**config.mk**
```make
export PLATFORM = sky130hd
export DESIGN_NAME = chip8_instruction_executor_top
export DESIGN_NICKNAME = d
export VERILOG_FILES = /design/src/design/c8x_pkg.sv /design/src/design/c8x_regfile.sv /design/src/design/c8x_stack.sv /design/src/design/c8x_exec.sv /design/src/design/chip8_instruction_executor_top.sv
export SDC_FILE = /design/constraint.sdc
export NUM_CORES = 1
export LEC_CHECK = 0
export BUFFER_PORTS_ARGS = -buffer_cell sky130_fd_sc_hd__buf_4
export CAP_MARGIN = 20
export CORE_MARGIN = 2
export CORE_UTILIZATION = 50
export CTS_CLUSTER_DIAMETER = 200
export CTS_CLUSTER_SIZE = 14
export DETAILED_ROUTE_END_ITERATION = 7
export PLACE_DENSITY = 0.67
export SYNTH_ARGS = -nofsm -noshare
export SYNTH_HDL_FRONTEND = slang
export SYNTH_SLANG_ARGS = --single-unit
```
**constraint.sdc**
```tcl
create_clock -name clk -period 17.4 [get_ports clk]
set_clock_uncertainty 0.15 [all_clocks]
set_input_delay 0.87 -clock clk [delete_from_list [all_inputs] [get_ports clk]]
set_output_delay 0.87 -clock clk [all_outputs]
set_load 0.1 [all_outputs]
```
**src/design/c8x_pkg.sv**
```systemverilog
// Shared types, opcode codes and constants for the instruction executor.
`timescale 1ns / 1ps
`default_nettype none
package c8x_pkg;

  localparam int STACK_DEPTH = 16;
  localparam int SLW = $clog2(STACK_DEPTH + 1);  // stack level width
  localparam int SAW = $clog2(STACK_DEPTH);      // stack address width

  localparam logic [11:0] PC_RESET = 12'h200;
  localparam logic [15:0] CLS_WORD = 16'h00E0;
  localparam logic [15:0] RET_WORD = 16'h00EE;
  localparam logic [7:0]  KEY_DOWN_CODE = 8'h9E;
  localparam logic [7:0]  KEY_UP_CODE   = 8'hA1;
  localparam logic [7:0]  KEY_MAX  = 8'd15;
  localparam logic [3:0]  FLAG_REG = 4'hF;

  // major opcodes
  localparam logic [3:0] OP_SYS     = 4'h0;
  localparam logic [3:0] OP_JP      = 4'h1;
  localparam logic [3:0] OP_CALL    = 4'h2;
  localparam logic [3:0] OP_SE_IMM  = 4'h3;
  localparam logic [3:0] OP_SNE_IMM = 4'h4;
  localparam logic [3:0] OP_SE_REG  = 4'h5;
  localparam logic [3:0] OP_LD_IMM  = 4'h6;
  localparam logic [3:0] OP_ADD_IMM = 4'h7;
  localparam logic [3:0] OP_ALU     = 4'h8;
  localparam logic [3:0] OP_SNE_REG = 4'h9;
  localparam logic [3:0] OP_LD_I    = 4'hA;
  localparam logic [3:0] OP_JP_V0   = 4'hB;
  localparam logic [3:0] OP_RND     = 4'hC;
  localparam logic [3:0] OP_KEY     = 4'hE;

  // 8xyn sub-operations
  localparam logic [3:0] ALU_MOV  = 4'h0;
  localparam logic [3:0] ALU_OR   = 4'h1;
  localparam logic [3:0] ALU_AND  = 4'h2;
  localparam logic [3:0] ALU_XOR  = 4'h3;
  localparam logic [3:0] ALU_ADD  = 4'h4;
  localparam logic [3:0] ALU_SUB  = 4'h5;
  localparam logic [3:0] ALU_SHR  = 4'h6;
  localparam logic [3:0] ALU_SUBN = 4'h7;
  localparam logic [3:0] ALU_SHL  = 4'hE;

  typedef enum logic [1:0] {
    ST_OK        = 2'd0,
    ST_OVERFLOW  = 2'd1,
    ST_UNDERFLOW = 2'd2,
    ST_BAD_KEY   = 2'd3
  } status_t;

  typedef struct packed {
    status_t     status;
    logic [11:0] pc;
    logic        clr;
    logic        rw;
    logic [3:0]  x;
    logic [7:0]  rval;
    logic        fw;
    logic [7:0]  vf;
    logic [11:0] index;
    logic        push;
    logic        pop;
    logic [11:0] ret_pc;
  } exec_res_t;

endpackage
`default_nettype wire

```
**src/design/c8x_regfile.sv**
```systemverilog
// General register file: V0..VF storage with write forwarding and a separate VF flop.
`timescale 1ns / 1ps
`default_nettype none
module c8x_regfile (
  input  wire logic       clk,
  input  wire logic       rst,
  input  wire logic       rd_en,
  input  wire logic [3:0] rd_addr_a,
  input  wire logic [3:0] rd_addr_b,
  input  wire logic       wr_en,
  input  wire logic [3:0] wr_addr,
  input  wire logic [7:0] wr_data,
  input  wire logic       vf_en,
  input  wire logic [7:0] vf_data,
  output logic      [7:0] rd_data_a,
  output logic      [7:0] rd_data_b,
  output logic      [7:0] vf
);
  import c8x_pkg::*;

  logic [7:0]  mem [16];
  logic [15:0] valid;

  always_ff @(posedge clk) begin
    if (wr_en) begin
      mem[wr_addr] <= wr_data;
    end
    // read at accept; a write landing on the same edge is forwarded
    if (rd_en) begin
      if (wr_en && wr_addr == rd_addr_a) begin
        rd_data_a <= wr_data;
      end else begin
        rd_data_a <= valid[rd_addr_a] ? mem[rd_addr_a] : 8'd0;
      end
      if (wr_en && wr_addr == rd_addr_b) begin
        rd_data_b <= wr_data;
      end else begin
        rd_data_b <= valid[rd_addr_b] ? mem[rd_addr_b] : 8'd0;
      end
    end
  end

  always_ff @(posedge clk) begin
    if (rst) begin
      valid <= '0;
      vf    <= 8'd0;
    end else begin
      if (wr_en) begin
        valid[wr_addr] <= 1'b1;
      end
      if (vf_en) begin
        vf <= vf_data;
      end
    end
  end

endmodule
`default_nettype wire

```
**src/design/c8x_stack.sv**
```systemverilog
// Return stack: memory, level counter and registered top-of-stack.
`timescale 1ns / 1ps
`default_nettype none
module c8x_stack (
  input  wire logic                    clk,
  input  wire logic                    rst,
  input  wire logic                    push,
  input  wire logic                    pop,
  input  wire logic [11:0]             push_data,
  output logic      [c8x_pkg::SLW-1:0] level,
  output logic      [11:0]             tos
);
  import c8x_pkg::*;

  logic [11:0]    mem [STACK_DEPTH];
  logic [SLW-1:0] level_next;
  logic [SLW-1:0] rd_ptr;

  always_comb begin
    if (push) begin
      level_next = level + SLW'(1);
    end else if (pop) begin
      level_next = level - SLW'(1);
    end else begin
      level_next = level;
    end
  end

  // top entry after this edge lives at level_next - 1
  assign rd_ptr = level_next - SLW'(1);

  always_ff @(posedge clk) begin
    if (push) begin
      mem[level[SAW-1:0]] <= push_data;
      tos <= push_data;
    end else begin
      tos <= mem[rd_ptr[SAW-1:0]];
    end
  end

  always_ff @(posedge clk) begin
    if (rst) begin
      level <= '0;
    end else begin
      level <= level_next;
    end
  end

endmodule
`default_nettype wire

```
**src/design/c8x_exec.sv**
```systemverilog
// Instruction decode and execute: branch, ALU, flag and stack decisions.
`timescale 1ns / 1ps
`default_nettype none
module c8x_exec (
  input  wire logic [15:0]             word,
  input  wire logic [15:0]             keys,
  input  wire logic [7:0]              rnd,
  input  wire logic [7:0]              rd_a,
  input  wire logic [7:0]              rd_b,
  input  wire logic [7:0]              vf,
  input  wire logic [11:0]             pc,
  input  wire logic [11:0]             index,
  input  wire logic [c8x_pkg::SLW-1:0] level,
  input  wire logic [11:0]             tos,
  output c8x_pkg::exec_res_t           res
);
  import c8x_pkg::*;

  logic [3:0]  op, x, y, n;
  logic [7:0]  kk;
  logic [11:0] nnn;
  logic [7:0]  vx, vy;
  logic [11:0] pc_adv, pc_skip, pc_new, index_new;
  logic [8:0]  sum;
  logic        key_hit;
  status_t     status;
  logic        clr, rw, fw, push, pop;
  logic [7:0]  rval, fval;

  assign op  = word[15:12];
  assign x   = word[11:8];
  assign y   = word[7:4];
  assign n   = word[3:0];
  assign kk  = word[7:0];
  assign nnn = word[11:0];

  // port b carries V0 for Bnnn, so only map VF when it really holds Vy
  assign vx = (x == FLAG_REG) ? vf : rd_a;
  assign vy = (op != OP_JP_V0 && y == FLAG_REG) ? vf : rd_b;

  assign pc_adv  = pc + 12'd2;
  assign pc_skip = pc + 12'd4;
  assign sum     = {1'b0, vx} + {1'b0, vy};
  assign key_hit = keys[vx[3:0]];

  always_comb begin
    status    = ST_OK;
    pc_new    = pc_adv;
    clr       = 1'b0;
    rw        = 1'b0;
    rval      = 8'd0;
    fw        = 1'b0;
    fval      = 8'd0;
    index_new = index;
    push      = 1'b0;
    pop       = 1'b0;
    unique case (op)
      OP_SYS: begin
        if (word == CLS_WORD) begin
          clr = 1'b1;
        end else if (word == RET_WORD) begin
          if (level == '0) begin
            status = ST_UNDERFLOW;
          end else begin
            pop    = 1'b1;
            pc_new = tos;
          end
        end
      end
      OP_JP: pc_new = nnn;
      OP_CALL: begin
        if (level == SLW'(STACK_DEPTH)) begin
          status = ST_OVERFLOW;
        end else begin
          push   = 1'b1;
          pc_new = nnn;
        end
      end
      OP_SE_IMM:  if (vx == kk) pc_new = pc_skip;
      OP_SNE_IMM: if (vx != kk) pc_new = pc_skip;
      OP_SE_REG:  if (vx == vy) pc_new = pc_skip;
      OP_SNE_REG: if (vx != vy) pc_new = pc_skip;
      OP_LD_IMM: begin
        rw   = 1'b1;
        rval = kk;
      end
      OP_ADD_IMM: begin
        rw   = 1'b1;
        rval = vx + kk;
      end
      OP_ALU: begin
        case (n)
          ALU_MOV: begin rw = 1'b1; rval = vy; end
          ALU_OR:  begin rw = 1'b1; rval = vx | vy; end
          ALU_AND: begin rw = 1'b1; rval = vx & vy; end
          ALU_XOR: begin rw = 1'b1; rval = vx ^ vy; end
          ALU_ADD: begin
            rw = 1'b1; fw = 1'b1;
            rval = sum[7:0];
            fval = {7'd0, sum[8]};
          end
          ALU_SUB: begin
            rw = 1'b1; fw = 1'b1;
            rval = vx - vy;
            fval = {7'd0, vx > vy};
          end
          ALU_SHR: begin
            rw = 1'b1; fw = 1'b1;
            rval = {1'b0, vx[7:1]};
            fval = {7'd0, vx[0]};
          end
          ALU_SUBN: begin
            rw = 1'b1; fw = 1'b1;
            rval = vy - vx;
            fval = {7'd0, vy > vx};
          end
          ALU_SHL: begin
            rw = 1'b1; fw = 1'b1;
            rval = {vx[6:0], 1'b0};
            fval = {7'd0, vx[7]};
          end
          default: ;
        endcase
      end
      OP_LD_I:  index_new = nnn;
      OP_JP_V0: pc_new = {4'd0, vy} + nnn;
      OP_RND: begin
        rw   = 1'b1;
        rval = rnd & kk;
      end
      OP_KEY: begin
        if (vx > KEY_MAX) begin
          status = ST_BAD_KEY;
        end else if (kk == KEY_DOWN_CODE) begin
          if (key_hit) pc_new = pc_skip;
        end else if (kk == KEY_UP_CODE) begin
          if (!key_hit) pc_new = pc_skip;
        end
      end
      default: ;
    endcase
  end

  always_comb begin
    res.status = status;
    res.pc     = (status == ST_OK) ? pc_new : pc;
    res.clr    = clr;
    res.rw     = rw;
    res.x      = x;
    res.rval   = rval;
    res.fw     = fw;
    res.index  = index_new;
    res.push   = push;
    res.pop    = pop;
    res.ret_pc = pc_adv;
    // a result aimed at VF replaces the flag
    if (status != ST_OK) begin
      res.vf = vf;
    end else if (rw && x == FLAG_REG) begin
      res.vf = rval;
    end else if (fw) begin
      res.vf = fval;
    end else begin
      res.vf = vf;
    end
  end

endmodule
`default_nettype wire

```
**src/design/chip8_instruction_executor_top.sv**
```systemverilog
// An accepted input word passes through the input register and then the result register to result valid.
// Throughput: one instruction word per cycle while out_stall is low; register reads happen at accept and a
// write retiring on the same edge is forwarded, so dependent words run back to back.
// Reset (rst, synchronous): pc to 0x200, V0..VF and index to zero, stack empty,
// both pipeline registers empty. Stack contents are not cleared.
// Top level of the instruction executor.
`timescale 1ns / 1ps
`default_nettype none
module chip8_instruction_executor_top (
  input  wire logic        clk,
  input  wire logic        rst,
  input  wire logic        in_valid,
  output logic             in_stall,
  input  wire logic [15:0] instruction_word,
  input  wire logic [15:0] key_down_mask,
  input  wire logic [7:0]  random_byte,
  output logic             out_valid,
  input  wire logic        out_stall,
  output logic      [1:0]  status,
  output logic      [11:0] next_pc,
  output logic             clear_screen,
  output logic             reg_written,
  output logic      [3:0]  reg_index,
  output logic      [7:0]  reg_value,
  output logic             flag_written,
  output logic      [7:0]  flag_value,
  output logic      [11:0] index_value
);
  import c8x_pkg::*;

  logic            in_full;
  logic [15:0]     in_word;
  logic [15:0]     in_keys;
  logic [7:0]      in_rnd;
  logic            accept;
  logic            advance;
  logic            commit;
  logic [11:0]     pc;
  logic [11:0]     index_reg;
  logic [7:0]      rd_a, rd_b, vf;
  logic [3:0]      rd_addr_b;
  logic [SLW-1:0]  level;
  logic [11:0]     tos;
  exec_res_t       res;

  assign advance  = in_full && (!out_valid || !out_stall);
  assign in_stall = in_full && !advance;
  assign accept   = in_valid && !in_stall;
  assign commit   = advance && (res.status == ST_OK);

  // Bnnn needs V0 and no Vy, so port b reads V0 for it
  assign rd_addr_b = (instruction_word[15:12] == OP_JP_V0) ? 4'd0 : instruction_word[7:4];

  c8x_regfile u_regfile (
    .clk       (clk),
    .rst       (rst),
    .rd_en     (accept),
    .rd_addr_a (instruction_word[11:8]),
    .rd_addr_b (rd_addr_b),
    .wr_en     (commit && res.rw),
    .wr_addr   (res.x),
    .wr_data   (res.rval),
    .vf_en     (commit),
    .vf_data   (res.vf),
    .rd_data_a (rd_a),
    .rd_data_b (rd_b),
    .vf        (vf)
  );

  c8x_stack u_stack (
    .clk       (clk),
    .rst       (rst),
    .push      (commit && res.push),
    .pop       (commit && res.pop),
    .push_data (res.ret_pc),
    .level     (level),
    .tos       (tos)
  );

  c8x_exec u_exec (
    .word  (in_word),
    .keys  (in_keys),
    .rnd   (in_rnd),
    .rd_a  (rd_a),
    .rd_b  (rd_b),
    .vf    (vf),
    .pc    (pc),
    .index (index_reg),
    .level (level),
    .tos   (tos),
    .res   (res)
  );

  always_ff @(posedge clk) begin
    if (accept) begin
      in_word <= instruction_word;
      in_keys <= key_down_mask;
      in_rnd  <= random_byte;
    end
    if (advance) begin
      status       <= res.status;
      next_pc      <= res.pc;
      clear_screen <= res.clr;
      reg_written  <= res.rw;
      reg_index    <= res.rw ? res.x : 4'd0;
      reg_value    <= res.rw ? res.rval : 8'd0;
      flag_written <= res.fw;
      flag_value   <= res.vf;
      index_value  <= res.index;
    end
  end

  always_ff @(posedge clk) begin
    if (rst) begin
      in_full   <= 1'b0;
      out_valid <= 1'b0;
      pc        <= PC_RESET;
      index_reg <= 12'd0;
    end else begin
      if (accept) begin
        in_full <= 1'b1;
      end else if (advance) begin
        in_full <= 1'b0;
      end
      if (advance) begin
        out_valid <= 1'b1;
      end else if (!out_stall) begin
        out_valid <= 1'b0;
      end
      if (commit) begin
        pc        <= res.pc;
        index_reg <= res.index;
      end
    end
  end

endmodule
`default_nettype wire

```
==> results of run 1 <==
## area by class of cell
| class | instances | area [sq um] |
|---|---|---|
| Clock buffer | 72 | 1160 |
| Clock inverter | 2 | 25.0 |
| Fill cell | 3933 | 21400 |
| Inverter | 44 | 166 |
| Multi-Input combinational cell | 1262 | 10000 |
| Sequential cell | 484 | 13900 |
| Tap cell | 622 | 778 |
| Timing Repair Buffer | 153 | 1160 |
## stage by stage
step / utilization / hold slack, ns / std cells / power, mW
after floorplan: - / 0.284 / 1914 / 1.54
after global placement: 0.534 / 0.289 / 2556 / 1.64
after detailed placement: 0.535 / 0.299 / 2561 / 1.64
after CTS: 0.560 / 0.301 / 2635 / 2.49
after global routing: 0.560 / 0.305 / 2639 / 2.56
final: 0.560 / 0.305 / 2639 / 2.49
## worst max-delay path: stages, from the launching register on
cell,delay [ns]
edfxtp_1,0.68
and4b_1,0.49
nor3_4,0.60
mux2i_1,0.57
inv_1,0.30
ha_1,0.44
nor4_1,0.87
a21oi_1,0.16
o21ai_0,0.39
o211ai_1,0.48
a211o_1,0.43
o21ai_0,0.17
o211ai_1,0.13
mux2_2,0.28
## worst max-delay path by stage
stage / start / to / slack [ns] / depth (start not counted)
after floorplan: out_stall / u_regfile.mem[12][0] / 10.27 / 6
after global placement: in_word[13] / next_pc[3] / 11.17 / 13
after detailed placement: in_word[13] / u_regfile.mem[14][7] / 11.08 / 14
after CTS: in_word[13] / u_regfile.mem[1][7] / 11.04 / 14
after global routing: in_word[13] / u_regfile.mem[14][7] / 10.53 / 14
final: in_word[13] / next_pc[3] / 11.00 / 13
## cell usage after synthesis (all sizes together) (5+ instances only)
cell	instances
nand2	144
clkbuf	95
a221oi	14
dfxtp	59
ha	55
nand3b	5
buf	29
o21ba	9
edfxtp	425
o211ai	14
nand4	18
a311oi	8
a22oi	16
a21o	14
a211oi	39
a221o	13
o221ai	16
a21oi	111
o22ai	15
and3	14
a22o	5
a31oi	14
or3	5
o21bai	13
inv	40
nand3	58
mux4	95
nor4	12
xnor2	29
mux2	38
nor2b	28
nor2	161
mux2i	72
nand4b	5
xor2	16
o311ai	6
o21ai	58
nor3	38
nand2b	9
o31ai	13
and2	12
fa	5
o21a	5
## power by group through the flow
stage	Clock [mW]	Combinational [mW]	Sequential (mW)
after floorplan	0	0.179	1.36
after global routing	0.916	0.333	1.31
after global placement	0	0.304	1.33
after CTS	0.876	0.308	1.31
after detailed placement	0	0.307	1.33
final	0.867	0.311	1.31
## per-layer routing
metal	up-vias	GRT usage	part of all wire
li1	7598	-	-
met1	8546	0.393	0.41
met2	845	0.443	0.47
met3	153	0.0506	0.083
met4	2	0.115	0.041
met5	-	0	0.00018
## cells by family (layout without fill, tap and decap cells)
family,count (synthesis),after routing,share of synthesized area
simple gates,537,537,0.106
flops,484,484,0.568
compound gates,415,415,0.116
mux,205,205,0.134
buf+inv,168,271,0.0270
fa+ha+maj,60,60,0.0321
xor+xnor,45,45,0.0161
==> metrics.md, run 1 <==
| Metric | Value |
|---|---|
| CTS tree | done |
| Core footprint | around 49000 sq um |
| Num ports | 95 |
| ANT nets after route | 0 |
| Largest registers | u_stack.mem: 192 flops, u_regfile.mem: 128 flops |
| Largest net degree at the start of global routing | 60 |
| Max-cap check violation count | 0 |
| Seq/Total Area, Yosys | 0.568 |
| R2R Path End | next_pc[3] |
| Initial core utilization | 0.505 |
| EDFF count, synth | 425 |
| Largest cells by area after synthesis | edfxtp_1 (52%), mux4_2 (8.7%), dfxtp_1 (4.8%), mux2i_1 (2.9%), ha_1 (2.8%) |
| Required @ worst endpoint | about 18 ns |
| Final Hold Vio Count | 0 |
| CP Launch Type | flop |
| Post-place setup slack | approximately 11 ns |
| Share of cells above drive strength 1 | 0.190 |
| Max reg flops | between 150 and 200 |
| Cell Area, Placed | 26000 sq um |
| Routed wire length | 71700 microns |
| DRT Pass-1 Iters | 6 |
| Internal | 1.84 mW |
| Die H | 226 microns |
| Via density | approximately 6.5 |
| RSZ-0062 raised after global routing | false |
| Post-layout nets | about 2100 |
| Cell taking the most area after synthesis | edfxtp_1 |
| Post-synth ARST share | 0 |
| Crit path DAT | approximately 6.6 ns |
| Clock root buffer | clkbuf_16 |
| #FFs+latches synth | between 400 and 500 |
| Hold Path Depth | 2 |
| R2R Path Start | in_word[13] |
| Rows | 81 |
| Slew @ Worst Pin | 1.15 ns |
| Register name with the most flops | u_stack.mem |
| Syn avg cell area | 12.8 sq um |
| Max Fclk | 0.156 GHz |
| WS Path Type | reg -> reg |
| Worst Reg-to-Reg Cells | 13 |
| Commonest non-fill, non-tap cells in the layout | edfxtp_1 (425), nor2_1 (149), buf_4 (148) |
| Final HPWL DP | roughly 48000 microns |
| Antenna cells | 0 |
| Post-CTS Setup Bufs | 0 |
| Cts repair resizes | 0 |
| Crit share post-route | 0.368 |
| Commonest non-fill, non-tap cell in the layout | edfxtp_1 |
| Hold EP | index_reg[9] |
| Seq pwr share | 0.526 |
| TNS Setup | 0 ns |
| Tmin final | around 6.4 ns |
| Residual DRC count | 0 |
| Vias in the first global route | about 17000 |
| Slew HR | 0.235 |
| Switching power | roughly 0.65 mW |
| Peak VDD IR | about 74 uV |
| CTS Sinks | 484 |
| Pwr Density | between 90 and 100 nW/um^2 |
| Clk pwr share | 0.349 |
| Comb power frac | 0.125 |
| CTS Buffer Depth | 3 |
| GRT Util Overall | 0.283 |
| Chip width | approximately 230 microns |
| Final setup viols | 0 |
| R2r setup slk | 11.00 ns |
| H-Tree Depth | 2 |
| Worst hold path startpoint | index_reg[9] |
| Net Sw Frac | 0.260 |
| Hold_buf cts | 0 |
| Vias | 17144 |
| Area of the die | ~51000 sq um |
| Max FO, Critical Path | 25 |
| Cell leakage power | approximately 9.5 nW |
| Most used DFF post-synth | edfxtp_1 |
| Post-Synthesis Cells | approximately 1900 |
| Area grow syn2layout | 11.1% |
| Worst-path clk slew | about 0.07 ns |
| First-pass GRT wire length | roughly 110000 microns |
| Clk Latency, worst-skew pair | 0.59 ns |
| Mapped Nets | 2018 |
| Initial detailed-routing violation count | 1999 |
| Post-Syn Area | 24500 sq um |
| Crit. End Element | flop |
| Unique masters post-synth | 91 |
| Final max-slew violation count | 0 |
| Status | complete, no violations |
| Port bufs | between 90 and 100 |
| Routed wire per std cell | between 20 and 30 microns |
| Hold WC Path Type | reg -> reg |
| Setup slack after layout | 11.00 ns |
| Grt ovf | 0 |
| GPL Wtd Cong | 0.964 |
| Fin area | roughly 27000 sq um |
| CTS buffer count | 40 |
| Yosys top cell area share | 0.520 |
| Yosys warning count | 0 |
| Initial antenna violation count | 3 |
Note: power is estimated with default switching activity, not from simulation.
==> run 2: changes to the inputs <==
--- a/config.mk
+++ b/config.mk
@@ -12,7 +12,7 @@
 export CTS_CLUSTER_DIAMETER = 200
 export CTS_CLUSTER_SIZE = 14
 export DETAILED_ROUTE_END_ITERATION = 7
-export PLACE_DENSITY = 0.67
+export PLACE_DENSITY = 0.69
 export SYNTH_ARGS = -nofsm -noshare
 export SYNTH_HDL_FRONTEND = slang
 export SYNTH_SLANG_ARGS = --single-unit
==> constraint.sdc (replaced) <==
create_clock -name clk -period 5.2 [get_ports clk]
set_clock_uncertainty 0.15 [all_clocks]
set_input_delay 0.26 -clock clk [delete_from_list [all_inputs] [get_ports clk]]
set_output_delay 0.26 -clock clk [all_outputs]
set_load 0.1 [all_outputs]
==> metrics.md, run 2 (synthesis gave the netlist of run 1 again) <==
| Metric | Value |
|---|---|
| Status | complete, no violations (unchanged) |
| Cell leakage power | 9.89 nW (was 9.52 nW) |
| Largest net degree at the start of global routing | 65 (was 60) |
| Via density | 6.49 (was 6.50) |
| Crit. End Element | flop (unchanged) |
| Slew HR | 0.223 (was 0.235) |
| Num ports | 95 (unchanged) |
| Antenna cells | 0 (unchanged) |
| Residual DRC count | 0 (unchanged) |
| WHS | 0.0922 ns (was 0.305 ns) |
| TNS Setup | 0 ns (unchanged) |
| Fin cells | 2716 (was 2639) |
| Final Hold Vio Count | 0 (unchanged) |
| Vias in the first global route | 17177 (was 16523) |
| GRT Util Overall | 0.279 (was 0.283) |
| Crit share post-route | 0.953 (was 0.368) |
| RSZ-0062 raised after global routing | false (unchanged) |
| Overall power | 8.36 mW (was 2.49 mW) |
| GPL Wtd Cong | 0.961 (was 0.964) |
| Crit path DAT | 5.11 ns (was 6.57 ns) |
| Peak VDD IR | 284 uV (was 74.2 uV) |
| DRT Pass-1 Iters | 6 (unchanged) |
| Largest registers | u_stack.mem: 192 flops, u_regfile.mem: 128 flops (unchanged) |
| Core footprint | 48600 sq um (unchanged) |
| Required @ worst endpoint | 5.36 ns (was 17.58 ns) |
| Max-cap check violation count | 0 (unchanged) |
| Fin area | 27900 sq um (was 27300 sq um) |
| CTS Sinks | 484 (unchanged) |
| Die H | 226 microns (unchanged) |
| Share of cells above drive strength 1 | 0.199 (was 0.190) |
| Initial antenna violation count | 0 (was 3) |
| Worst path cell trace | and4b_1 -> nor3_4 -> mux2i_1 -> inv_1 -> ha_1 -> a21o_1 -> a21oi_1 -> o21ai_0 -> a21o_1 -> a221o_1 -> a211oi_1 -> o221ai_1 -> buf_4 -> nor2_1 -> a21oi_1 (was and4b_1 -> nor3_4 -> mux2i_1 -> inv_1 -> ha_1 -> nor4_1 -> a21oi_1 -> o21ai_0 -> o211ai_1 -> a211o_1 -> o21ai_0 -> o211ai_1 -> mux2_2) |
| Cell Area, Placed | 26300 sq um (was 26000 sq um) |
| Area of the die | 50900 sq um (unchanged) |
| Worst-path clk slew | 0.07 ns (about the same) |
| Routed wire length | 70600 microns (was 71700 microns) |
| Hold WC Path Type | in -> reg (was reg -> reg) |
| Rows | 81 (unchanged) |
| Max Fclk | 0.202 GHz (was 0.156 GHz) |
| Area grow syn2layout | 13.7% (was 11.1%) |
| H-Tree Depth | 2 (unchanged) |
| CTS Buffer Depth | 3 (unchanged) |
| Slowest CP cell | a211oi_1 (was nor4_1) |
| Max FO, Critical Path | 18 (was 25) |
| Initial detailed-routing violation count | 2068 (was 1999) |
| First-pass GRT wire length | 106000 microns (about the same) |
| CTS buffer count | 40 (unchanged) |
| Post-CTS Setup Bufs | 0 (unchanged) |
| Clk Latency, worst-skew pair | 0.59 ns (about the same) |
| Final max-slew violation count | 0 (unchanged) |
| Tmin final | 4.95 ns (was 6.40 ns) |
| Max reg flops | 192 (unchanged) |
| Chip width | 226 microns (unchanged) |
| Commonest non-fill, non-tap cells in the layout | edfxtp_1 (425), buf_4 (190), nor2_1 (155) (was edfxtp_1 (425), nor2_1 (149), buf_4 (148)) |
| ANT nets after route | 0 (unchanged) |
| Grt ovf | 0 (unchanged) |
| WS Path Type | reg -> reg (unchanged) |
| Slew @ Worst Pin | 1.16 ns (was 1.15 ns) |
| Clock root buffer | clkbuf_16 (unchanged) |
| Final setup viols | 0 (unchanged) |
| Placed Instances | 2602 (was 2561) |
| Register name with the most flops | u_stack.mem (unchanged) |
| CP max stage delay | 0.63 ns (was 0.87 ns) |
| Final HPWL DP | 47900 microns (about the same) |
| Vias | 17626 (was 17144) |
| CP Launch Type | flop (unchanged) |
| Port bufs | 94 (unchanged) |
| CTS tree | done (unchanged) |
| Pwr Density | 300 nW/um^2 (was 91.2 nW/um^2) |
| Initial core utilization | 0.505 (unchanged) |
| Routed wire per std cell | 26.0 microns (was 27.2 microns) |
| Post-layout nets | 2167 (was 2089) |
| Commonest non-fill, non-tap cell in the layout | edfxtp_1 (unchanged) |
==> run 2: final timing paths <==
| kind | slack (ns) | from | depth (start not counted) | endpoint |
|---|---|---|---|---|
| worst max register to register | 0.25 | in_word[12] | 15 | u_regfile.rd_data_b[5] |
| worst min-delay path | 0.09 | rst | 2 | u_stack.level[4] |
| worst max-delay path | 0.25 | in_word[12] | 15 | u_regfile.rd_data_b[5] |
| worst min register to register | 0.31 | index_reg[2] | 2 | index_reg[2] |
==> run 2: timing repair <==
action | in CTS | in global routing
resized for setup | 0 | 2
hold buffers | 38 | 0
setup endpoints to repair | 0 | 3
hold endpoints to repair | 38 | 0
==> run 2: power by group <==
part | switching (mW) | leakage (nW) | internal, mW
registers | 0.0680 | 4.36 | 4.30
logic | 0.719 | 4.97 | 0.373
clock network | 1.39 | 0.563 | 1.52
total | 2.17 | 9.89 | 6.19
==> run 2: stage by stage <==
step                worst slack (ns)  utilization
floorplan                      0.401            -
global placement               0.328        0.540
detailed placement             0.182        0.541
CTS                            0.169        0.573
global route                  0.0547        0.574
finish                         0.245        0.574
==> run 2: area by class of cell <==
class,count,area (sq um)
tap,622,778
clock buffer,71,1160
multi-input combinational,1262,10000
inverter,44,166
sequential,484,13900
fill,3921,20700
timing repair buffer,231,1830
clock inverter,2,25.0
==> run 2: worst max-delay path: cells and delay by family (launching register included) <==
family          cells  cell delay [ns]
simple gates        3             0.74
mux                 1             0.38
compound gates      8             2.11
flops               1             0.39
fa+ha+maj           1             0.41
buf+inv             2             0.49
==> run 2: per-layer routing <==
layer | global-route usage | share of wire | vias up
li1 | - | - | 7761
met1 | 0.392 | 0.41 | 8819
met2 | 0.438 | 0.47 | 920
met3 | 0.0464 | 0.086 | 126
met4 | 0.106 | 0.036 | 0
met5 | 0 | 0 | -
